===== config.mk =====
export PLATFORM = sky130hd
export DESIGN_NAME = time_index_linear_regression_top
export DESIGN_NICKNAME = d
export VERILOG_FILES = /design/src/tlr_pkg.sv /design/src/time_index_linear_regression_top.sv /design/src/tlr_mul.sv /design/src/tlr_div.sv
export SDC_FILE = /design/constraint.sdc
export NUM_CORES = 2
export LEC_CHECK = 0
export CELL_PAD_IN_SITES_DETAIL_PLACEMENT = 1
export CELL_PAD_IN_SITES_GLOBAL_PLACEMENT = 2
export CORE_MARGIN = 10
export CORE_UTILIZATION = 31
export CTS_BUF_LIST = sky130_fd_sc_hd__clkbuf_16
export DETAILED_ROUTE_END_ITERATION = 10
export DONT_BUFFER_PORTS = 1
export PLACE_DENSITY_LB_ADDON = 0.12
export SKIP_LAST_GASP = 1
export SYNTH_ARGS = -nofsm -noshare
export SYNTH_HDL_FRONTEND = slang
export SYNTH_SLANG_ARGS = --single-unit

===== constraint.sdc =====
create_clock -name clk -period 15.55 [get_ports clk]
set_input_delay 0.7775 -clock clk [delete_from_list [all_inputs] [get_ports clk]]
set_output_delay 0.7775 -clock clk [all_outputs]
set_load 0.1 [all_outputs]

===== src/tlr_pkg.sv =====
// tlr_pkg: types, codes and widths for the linear trend forecaster.
// Used by tlr_mul, tlr_div and time_index_linear_regression_top.
package tlr_pkg;

  localparam int COUNT_BITS_DEF  = 16;
  localparam int SAMPLE_BITS_DEF = 16;

  localparam int SY_W   = 32;
  localparam int SXY_W  = 48;
  localparam int Q_W    = 32;
  localparam int MC_W   = 34;
  localparam int MP_W   = 20;
  localparam int PR_W   = MC_W + MP_W;
  localparam int NUM_W  = 56;
  localparam int DEN_W  = 50;
  localparam int FRAC_W = 16;
  localparam int DVD_W  = NUM_W + FRAC_W;

  typedef enum logic [1:0] {
    OP_CLEAR    = 2'd0,
    OP_ADD      = 2'd1,
    OP_FORECAST = 2'd2,
    OP_NONE     = 2'd3
  } tlr_op_t;

  typedef enum logic [1:0] {
    ST_FIT_VALID = 2'd0,
    ST_FEW       = 2'd1,
    ST_FULL      = 2'd2,
    ST_UNUSED    = 2'd3
  } tlr_status_t;

  typedef enum logic [3:0] {
    S_IDLE, S_MXY, S_MT1, S_MT2, S_MBD, S_MT3, S_DB, S_DA, S_MFC, S_FIN
  } tlr_state_t;

  typedef struct packed {
    logic [1:0]         opcode;
    logic signed [15:0] sample;
    logic signed [15:0] horizon;
  } tlr_in_t;

  typedef struct packed {
    logic signed [31:0] forecast;
    logic signed [31:0] slope_out;
    logic signed [31:0] intercept_out;
    logic [1:0]         status;
  } tlr_out_t;

  function automatic logic signed [Q_W-1:0] sat32(input logic signed [NUM_W-1:0] v);
    logic signed [Q_W-1:0] r;
    if (v > NUM_W'(64'sd2147483647))        r = 32'sh7FFF_FFFF;
    else if (v < -NUM_W'(64'sd2147483648))  r = 32'sh8000_0000;
    else                                     r = v[Q_W-1:0];
    return r;
  endfunction

endpackage


===== src/time_index_linear_regression_top.sv =====
// time_index_linear_regression_top: least-squares line fit over sample index with forecast.
// Depends on tlr_pkg, tlr_mul and tlr_div.
//
// Each item is a clear, add, forecast or the unused opcode and yields exactly
// one result item carrying the forecast (zero unless a forecast was asked), the
// current Q16.16 slope and intercept, and a status. Items are handled one at a
// time. Clear, a rejected add and the unused opcode go straight to the finish
// state. A forecast, or an add that brings the count to one, runs one serial
// multiply. An add that refits runs five serial multiplies and two serial
// divides in series. A finished result is held in an output register, so the
// next item can be taken while it waits; a result that is still unread when the
// next one is finished stalls the block until it is taken.
module time_index_linear_regression_top import tlr_pkg::*; #(
  parameter int COUNT_BITS  = COUNT_BITS_DEF,
  parameter int SAMPLE_BITS = SAMPLE_BITS_DEF
) (
  input  logic     clk,
  input  logic     rst_n,
  input  logic     in_valid,
  output logic     in_ready,
  input  tlr_in_t  in_data,
  output logic     out_valid,
  input  logic     out_ready,
  output tlr_out_t out_data
);

  tlr_state_t state_r, state_nxt;
  logic       go_r;

  logic [COUNT_BITS-1:0]   cnt_r;
  logic signed [SY_W-1:0]  sy_r;
  logic signed [SXY_W-1:0] sxy_r;
  logic signed [Q_W-1:0]   slope_r;
  logic signed [Q_W-1:0]   icpt_r;
  logic signed [Q_W-1:0]   fc_r;
  logic signed [SY_W-1:0]  y_r;
  logic signed [15:0]      h_r;
  logic                    rej_r;
  logic signed [NUM_W-1:0] bnum_r;
  logic signed [NUM_W-1:0] anum_r;
  logic [Q_W-1:0]          aden_r;
  logic [DEN_W-1:0]        bden_r;
  tlr_out_t                out_r;
  logic                    out_valid_r;

  logic                    mul_start, mul_done;
  logic signed [MC_W-1:0]  mul_a;
  logic signed [MP_W-1:0]  mul_b;
  logic signed [PR_W-1:0]  mul_prod;
  logic                    div_start, div_done;
  logic signed [NUM_W-1:0] div_num;
  logic [DEN_W-1:0]        div_den;
  logic signed [Q_W-1:0]   div_quo;

  logic                    accept;
  logic                    full;
  logic                    fin_ok;
  logic signed [NUM_W-1:0] sxy_x;
  logic signed [NUM_W-1:0] prod_x;
  logic signed [NUM_W-1:0] d1;
  logic signed [NUM_W-1:0] fc_sum;
  logic [MP_W-1:0]         cnt_p1;
  logic [MP_W-1:0]         cnt_m1;
  logic [MP_W-1:0]         cnt_4p2;
  logic signed [MP_W-1:0]  xpos;

  assign accept  = in_valid && in_ready;
  assign in_ready = (state_r == S_IDLE);
  assign full    = (cnt_r == {COUNT_BITS{1'b1}});
  assign fin_ok  = !out_valid_r || out_ready;

  assign sxy_x   = NUM_W'(sxy_r);
  assign prod_x  = NUM_W'(mul_prod);
  assign d1      = (sxy_x <<< 1) - prod_x;
  assign fc_sum  = prod_x + NUM_W'(icpt_r);
  assign cnt_p1  = MP_W'(cnt_r) + MP_W'(1);
  assign cnt_m1  = MP_W'(cnt_r) - MP_W'(1);
  assign cnt_4p2 = (MP_W'(cnt_r) << 2) + MP_W'(2);
  assign xpos    = $signed(MP_W'(cnt_r)) + MP_W'(h_r);

  always_comb begin
    state_nxt = state_r;
    unique case (state_r)
      S_IDLE: begin
        if (accept) begin
          unique case (tlr_op_t'(in_data.opcode))
            OP_ADD:      state_nxt = full ? S_FIN : S_MXY;
            OP_FORECAST: state_nxt = S_MFC;
            OP_CLEAR:    state_nxt = S_FIN;
            OP_NONE:     state_nxt = S_FIN;
          endcase
        end
      end
      S_MXY: if (mul_done) state_nxt = (cnt_r == COUNT_BITS'(1)) ? S_FIN : S_MT1;
      S_MT1: if (mul_done) state_nxt = S_MT2;
      S_MT2: if (mul_done) state_nxt = S_MBD;
      S_MBD: if (mul_done) state_nxt = S_MT3;
      S_MT3: if (mul_done) state_nxt = S_DB;
      S_DB:  if (div_done) state_nxt = S_DA;
      S_DA:  if (div_done) state_nxt = S_FIN;
      S_MFC: if (mul_done) state_nxt = S_FIN;
      S_FIN: if (fin_ok)   state_nxt = S_IDLE;
      default:             state_nxt = S_IDLE;
    endcase
  end

  always_comb begin
    mul_start = 1'b0;
    div_start = 1'b0;
    mul_a     = MC_W'(sy_r);
    mul_b     = cnt_p1;
    div_num   = bnum_r;
    div_den   = bden_r;
    unique case (state_r)
      S_MXY: begin
        mul_start = go_r;
        mul_a     = MC_W'(y_r);
        mul_b     = MP_W'(cnt_r);
      end
      S_MT1: begin
        mul_start = go_r;
        mul_a     = MC_W'(sy_r);
        mul_b     = cnt_p1;
      end
      S_MT2: begin
        mul_start = go_r;
        mul_a     = $signed(MC_W'(cnt_r));
        mul_b     = cnt_m1;
      end
      S_MBD: begin
        mul_start = go_r;
        mul_a     = $signed(MC_W'(aden_r));
        mul_b     = cnt_p1;
      end
      S_MT3: begin
        mul_start = go_r;
        mul_a     = MC_W'(sy_r);
        mul_b     = cnt_4p2;
      end
      S_DB: begin
        div_start = go_r;
        div_num   = bnum_r;
        div_den   = bden_r;
      end
      S_DA: begin
        div_start = go_r;
        div_num   = anum_r;
        div_den   = DEN_W'(aden_r);
      end
      S_MFC: begin
        mul_start = go_r;
        mul_a     = MC_W'(slope_r);
        mul_b     = xpos;
      end
      default: ;
    endcase
  end

  always_ff @(posedge clk) begin
    if (!rst_n) begin
      state_r     <= S_IDLE;
      go_r        <= 1'b0;
      out_valid_r <= 1'b0;
      cnt_r       <= '0;
      sy_r        <= '0;
      sxy_r       <= '0;
      slope_r     <= '0;
      icpt_r      <= '0;
    end else begin
      state_r <= state_nxt;
      go_r    <= (state_nxt != state_r);
      if (state_r == S_FIN && fin_ok) out_valid_r <= 1'b1;
      else if (out_valid_r && out_ready) out_valid_r <= 1'b0;
      unique case (state_r)
        S_IDLE: begin
          if (accept) begin
            y_r   <= SY_W'(signed'(in_data.sample[SAMPLE_BITS-1:0]));
            h_r   <= in_data.horizon;
            fc_r  <= '0;
            rej_r <= 1'b0;
            priority case (tlr_op_t'(in_data.opcode))
              OP_CLEAR: begin
                cnt_r   <= '0;
                sy_r    <= '0;
                sxy_r   <= '0;
                slope_r <= '0;
                icpt_r  <= '0;
              end
              OP_ADD: begin
                if (full) begin
                  rej_r <= 1'b1;
                end else begin
                  cnt_r <= cnt_r + 1'b1;
                  sy_r  <= sy_r + SY_W'(signed'(in_data.sample[SAMPLE_BITS-1:0]));
                end
              end
              default: ;
            endcase
          end
        end
        S_MXY: begin
          if (mul_done) begin
            sxy_r <= sxy_r + mul_prod[SXY_W-1:0];
            if (cnt_r == COUNT_BITS'(1)) begin
              slope_r <= '0;
              icpt_r  <= {sy_r[15:0], {FRAC_W{1'b0}}};
            end
          end
        end
        S_MT1: if (mul_done) bnum_r <= (d1 <<< 2) + (d1 <<< 1);
        S_MT2: if (mul_done) aden_r <= mul_prod[Q_W-1:0];
        S_MBD: if (mul_done) bden_r <= mul_prod[DEN_W-1:0];
        S_MT3: if (mul_done) anum_r <= prod_x - ((sxy_x <<< 2) + (sxy_x <<< 1));
        S_DB:  if (div_done) slope_r <= div_quo;
        S_DA:  if (div_done) icpt_r <= div_quo;
        S_MFC: if (mul_done) fc_r <= sat32(fc_sum);
        S_FIN: begin
          if (fin_ok) begin
            out_r.forecast      <= fc_r;
            out_r.slope_out     <= slope_r;
            out_r.intercept_out <= icpt_r;
            if (rej_r)
              out_r.status <= ST_FULL;
            else if (cnt_r >= COUNT_BITS'(2))
              out_r.status <= ST_FIT_VALID;
            else
              out_r.status <= ST_FEW;
          end
        end
        default: ;
      endcase
    end
  end

  tlr_mul u_mul (
    .clk   (clk),
    .rst_n (rst_n),
    .start (mul_start),
    .a     (mul_a),
    .b     (mul_b),
    .done  (mul_done),
    .prod  (mul_prod)
  );

  tlr_div u_div (
    .clk   (clk),
    .rst_n (rst_n),
    .start (div_start),
    .num   (div_num),
    .den   (div_den),
    .done  (div_done),
    .quo   (div_quo)
  );

  assign out_valid = out_valid_r;
  assign out_data  = out_r;

endmodule


===== src/tlr_mul.sv =====
// tlr_mul: bit-serial signed shift-add multiplier, one multiplier bit per cycle.
// Depends on tlr_pkg.
module tlr_mul import tlr_pkg::*; (
  input  logic                    clk,
  input  logic                    rst_n,
  input  logic                    start,
  input  logic signed [MC_W-1:0]  a,
  input  logic signed [MP_W-1:0]  b,
  output logic                    done,
  output logic signed [PR_W-1:0]  prod
);

  localparam int CNT_W = $clog2(MP_W);

  logic                   busy_r;
  logic                   done_r;
  logic [CNT_W-1:0]       cnt_r;
  logic signed [PR_W-1:0] mc_r;
  logic [MP_W-1:0]        mp_r;
  logic signed [PR_W-1:0] acc_r;

  always_ff @(posedge clk) begin
    if (!rst_n) begin
      busy_r <= 1'b0;
      done_r <= 1'b0;
    end else begin
      done_r <= 1'b0;
      if (start) begin
        busy_r <= 1'b1;
      end else if (busy_r && cnt_r == CNT_W'(MP_W - 1)) begin
        busy_r <= 1'b0;
        done_r <= 1'b1;
      end
    end
  end

  always_ff @(posedge clk) begin
    if (start) begin
      mc_r  <= PR_W'(a);
      mp_r  <= b;
      acc_r <= '0;
      cnt_r <= '0;
    end else if (busy_r) begin
      if (mp_r[0]) begin
        if (cnt_r == CNT_W'(MP_W - 1)) acc_r <= acc_r - mc_r;
        else                           acc_r <= acc_r + mc_r;
      end
      mc_r  <= mc_r <<< 1;
      mp_r  <= mp_r >> 1;
      cnt_r <= cnt_r + 1'b1;
    end
  end

  assign done = done_r;
  assign prod = acc_r;

endmodule


===== src/tlr_div.sv =====
// tlr_div: bit-serial restoring divider giving trunc(num * 2^16 / den),
// saturated to signed Q16.16. Depends on tlr_pkg.
module tlr_div import tlr_pkg::*; (
  input  logic                    clk,
  input  logic                    rst_n,
  input  logic                    start,
  input  logic signed [NUM_W-1:0] num,
  input  logic [DEN_W-1:0]        den,
  output logic                    done,
  output logic signed [Q_W-1:0]   quo
);

  localparam int CNT_W = $clog2(DVD_W);

  logic               busy_r;
  logic               done_r;
  logic [CNT_W-1:0]   cnt_r;
  logic [DVD_W-1:0]   dvd_r;
  logic [DEN_W-1:0]   den_r;
  logic [DEN_W-1:0]   rem_r;
  logic [Q_W:0]       q_r;
  logic               big_r;
  logic               neg_r;
  logic [NUM_W-1:0]   mag;
  logic [DEN_W:0]     rem_sh;
  logic               ge;
  logic [Q_W+1:0]     q_sh;

  assign mag    = num[NUM_W-1] ? NUM_W'(-num) : NUM_W'(num);
  assign rem_sh = {rem_r, dvd_r[DVD_W-1]};
  assign ge     = rem_sh >= {1'b0, den_r};
  assign q_sh   = {q_r, ge};

  always_ff @(posedge clk) begin
    if (!rst_n) begin
      busy_r <= 1'b0;
      done_r <= 1'b0;
    end else begin
      done_r <= 1'b0;
      if (start) begin
        busy_r <= 1'b1;
      end else if (busy_r && cnt_r == CNT_W'(DVD_W - 1)) begin
        busy_r <= 1'b0;
        done_r <= 1'b1;
      end
    end
  end

  always_ff @(posedge clk) begin
    if (start) begin
      dvd_r <= {mag, {FRAC_W{1'b0}}};
      den_r <= den;
      rem_r <= '0;
      q_r   <= '0;
      big_r <= 1'b0;
      neg_r <= num[NUM_W-1];
      cnt_r <= '0;
    end else if (busy_r) begin
      rem_r <= ge ? DEN_W'(rem_sh - {1'b0, den_r}) : DEN_W'(rem_sh);
      dvd_r <= dvd_r << 1;
      if (q_sh[Q_W+1:Q_W] != 2'b00) begin
        big_r <= 1'b1;
        q_r   <= {1'b1, {Q_W{1'b0}}};
      end else begin
        q_r   <= q_sh[Q_W:0];
      end
      cnt_r <= cnt_r + 1'b1;
    end
  end

  always_comb begin
    if (neg_r) begin
      if (big_r || q_r > 33'h0_8000_0000) quo = 32'sh8000_0000;
      else                                quo = -$signed(q_r[Q_W-1:0]);
    end else begin
      if (big_r || q_r > 33'h0_7FFF_FFFF) quo = 32'sh7FFF_FFFF;
      else                                quo = $signed(q_r[Q_W-1:0]);
    end
  end

  assign done = done_r;

endmodule


==> metrics.log <==
[metrics] number of nets in the layout: just under 7000
[metrics] number of buffers created by CTS: 107
[metrics] maximum resistive drop on vdd: approximately 0.00011 V
[metrics] Worst Path Max Fanout: 8
[metrics] global-route congestion overflow total: 0
[metrics] Final Hold Viols: 0
[metrics] async set-or-reset flop fraction in the synthesized netlist: 0
[metrics] effective utilization at floorplan: 0.311
[metrics] die height: ~450 um
[metrics] buffers inserted by post-CTS timing repair: 0
[metrics] DRC violation count after routing: 0
[metrics] capturing element type of the critical path: flop
[metrics] Synth Instances: around 6400
[metrics] endpoints failing setup: 0
[metrics] top flip-flop cell by instance count after synthesis: edfxtp_1
[metrics] first-pass GRT wire length: around 340 mm
[metrics] clock net sink count: roughly 860
[metrics] worst-case setup slack after placement: around 8.1 ns
[metrics] total number of vias: about 50000
[metrics] FP Rows: around 160
[metrics] accumulated negative setup slack: 0 ns
[metrics] time the final worst path needs with I/O delays and setup: around 7.6 ns
[metrics] Yosys warnings: 0
[metrics] number of optimization iterations in the first detailed-route pass: 6
[metrics] Post-Syn Area: between 50000 and 60000 um2
[metrics] Mean Syn Cell Area: 9.05 um2
[metrics] worst slew margin relative to its limit: 0.260
[metrics] final routed wire length divided by cell count: approximately 25 um
[metrics] detailed placer's ending HPWL: approximately 170 mm
[metrics] Worst-Margin Slew: 1.10 ns
[metrics] count of flip-flops with a built-in enable after synthesis: roughly 540
[metrics] Synth-to-Final Area Change: 11.3%
[metrics] Worst-Skew Late Latency: roughly 0.8 ns
[metrics] number of antenna violations at the first check in global routing: 22
[metrics] Hold WS: ~0.094 ns
[metrics] fin crit share: 0.488
[metrics] total number of H-tree levels: 3
[metrics] post-CTS resize count: 0
[metrics] Final Skew: about 0.067 ns
[metrics] arrival time at the worst endpoint: a little over 8 ns
[metrics] Routed WL: 226 mm
[metrics] type of origin of the critical path: flop
[metrics] Max Root-Sink Buffers: 3
[metrics] vias per cell: about 5.5
[metrics] RSZ-0062 raised after global routing: no
[metrics] worst min-delay path class: input pin to flop
[metrics] top achievable clock speed: about 130 MHz
[metrics] post-synthesis cell type count: 94
[metrics] Maximum Capacitance Violations: 0
[metrics] die outline width: ~450 um
[metrics] Clk pin slew, worst setup/hold paths: roughly 0.07 ns
[metrics] core outline area: between 150000 and 200000 um2
[metrics] via count of the first global-routing pass: between 50000 and 60000
[metrics] clock tree root driver cell: clkbuf_16
[metrics] pin count of the biggest net entering global routing: between 90 and 100
[metrics] TritonCTS clock tree: yes
[metrics] initial detailed-routing violation count: about 3200
[metrics] outcome: finished clean
[metrics] I/O pins: about 140
[metrics] critical path start-end classification: flop to flop
[metrics] Final WS setup: around 8 ns
[metrics] die outline area: slightly above 200000 um2
[metrics] total nets after synthesis: a little under 7000
[metrics] Max Transition Viols Final: 0
[metrics] share of final-layout standard cells stronger than drive strength 1: 0.0551
[metrics] hold buffer count at cts: 0
[metrics] routability congestion estimate: roughly 0.87
[metrics] sequential-to-total area share from yosys stat: 0.386
[metrics] power density relative to cell area: 171 nW/um2
[metrics] cell leakage power: 25.8 nW
[metrics] required arrival time at the worst endpoint: about 16 ns
[metrics] Routed Antenna Nets: 0
[metrics] global-route usage over all layers: 0.213
[metrics] Yosys reg bits: around 860
[metrics] count of input and output buffers: 0
-- power by group --
part | total [mW] | internal (mW) | leakage, nW | switching [mW]
Combinational | 5.51 | 2.09 | 16.7 | 3.42
Sequential | 2.99 | 2.79 | 7.30 | 0.198
Clock | 2.58 | 1.48 | 1.84 | 1.10
Total | 11.1 | 6.36 | 25.8 | 4.71
-- through the flow --
step	utilization	std cells	area, um2	power [mW]
6_report	0.346	8939	64800	11.1
5_1_grt	0.346	8937	64800	11.9
4_1_cts	0.346	8935	64800	11.2
3_5_place_dp	0.327	8735	61200	8.51
3_3_place_gp	0.327	8735	61200	8.54
2_1_floorplan	-	6436	58300	6.77
-- cell usage in the layout, fill, tap and decap left out, types with 43 or more instances in the layout --
cell and n:
nand2_1 688, edfxtp_1 536, a21oi_1 523, o21ai_0 488, nor2_1 471, ha_1 422
inv_1 331, dfxtp_1 319, xnor2_1 302, a21o_1 232, xor2_1 199, nor3_1 118
nand3_1 116, a22oi_1 111, clkbuf_16 110, buf_4 105, mux2i_1 90, a31oi_1 89
nand4_1 74, nand2b_1 72, and3_1 69, nor2b_1 61, o21bai_1 61, o21a_1 55
or3_1 55, fa_1 55, and2_1 52, a211oi_1 50, o31ai_1 43
-- state kept, by name, indices dropped and copies added (netlist names), 16 cells and up --
name / flops
slope_r: 32
u_div.q_r: 33
sy_r: 32
cnt_r: 16
y_r: 16
u_div.den_r: 50
bden_r: 50
sxy_r: 48
u_mul.prod: 54
u_div.rem_r: 50
icpt_r: 32
fc_r: 32
anum_r: 55
h_r: 16
u_div.dvd_r: 56
aden_r: 32
u_mul.mp_r: 20
bnum_r: 55
out_data: 98
u_mul.mc_r: 54
-- synthesized netlist by cell type, drive strengths merged (32+ instances only) --
library cell  number  area, um2
nand2            690       2600
edfxtp           536      16100
a21oi            525       2640
o21ai            506       2530
nor2             478       1800
ha               422       5280
dfxtp            320       6410
inv              309       1160
xnor2            302       2650
clkbuf           271       1020
a21o             232       1740
xor2             199       1740
nor3             124        626
nand3            117        586
a22oi            112        846
mux2i             90        901
a31oi             89        557
nand4             74        463
nand2b            73        457
and3              69        432
nor2b             61        382
o21bai            61        458
o21a              56        420
or3               56        355
fa                55       1100
and2              54        338
a211oi            51        383
o31ai             43        323
a22o              32        280
buf               32        170
nor4              32        213
-- layout make-up --
class,count,area (um2)
Antenna cell,4,10.0
Fill cell,21493,123000
Multi-Input combinational cell,4966,33600
Sequential cell,856,22500
Timing Repair Buffer,107,836
Clock inverter,90,837
Tap cell,2495,3120
Inverter,311,1170
Clock buffer,110,2750
-- worst max-delay path: stages, from the launching register on --
cell,delay (ns)
dfxtp_1,0.65
inv_1,0.10
ha_1,0.35
o211ai_1,0.11
a21oi_1,0.09
o21ai_0,0.73
nand2b_1,0.12
a21oi_1,0.25
xnor2_1,0.13
ha_1,0.41
nand2_1,0.09
a2111oi_0,0.63
o31ai_1,0.27
a2111oi_0,0.91
o21a_1,0.27
a41oi_1,0.15
buf_4,0.19
o21ai_0,0.36
o211ai_1,0.15
a21oi_1,0.39
a41o_1,0.28
a31oi_1,0.20
o21ai_0,0.22
a21oi_1,0.10
xnor2_1,0.13
-- layer usage --
layer,track usage,vias to the layer above,part of all wire
li1,-,23391,-
met1,0.287,24342,0.46
met2,0.356,854,0.47
met3,0.0247,271,0.036
met4,0.0624,6,0.032
met5,0,-,0.00018
-- worst paths after layout --
path	startpoint	end	slack, ns	depth (start not counted)
setup / recovery	u_mul.prod[4]	bnum_r[55]	7.96	24
hold / removal	in_data[20]	y_r[4]	0.09	0
setup reg to reg	u_mul.prod[4]	bnum_r[55]	7.96	24
hold reg to reg	fc_r[25]	out_data[91]	0.42	0
-- kinds of logic after synthesis --
| group | synth area share |
|---|---|
| flip-flops | 0.386 |
| adder cells (fa/ha/maj) | 0.110 |
| buffers and inverters | 0.0404 |
| multiplexers | 0.0158 |
| AO/OA/AOI/OAI | 0.220 |
| XOR/XNOR | 0.0753 |
| AND/OR/NAND/NOR | 0.153 |
Power figures use the tool's default switching activity.
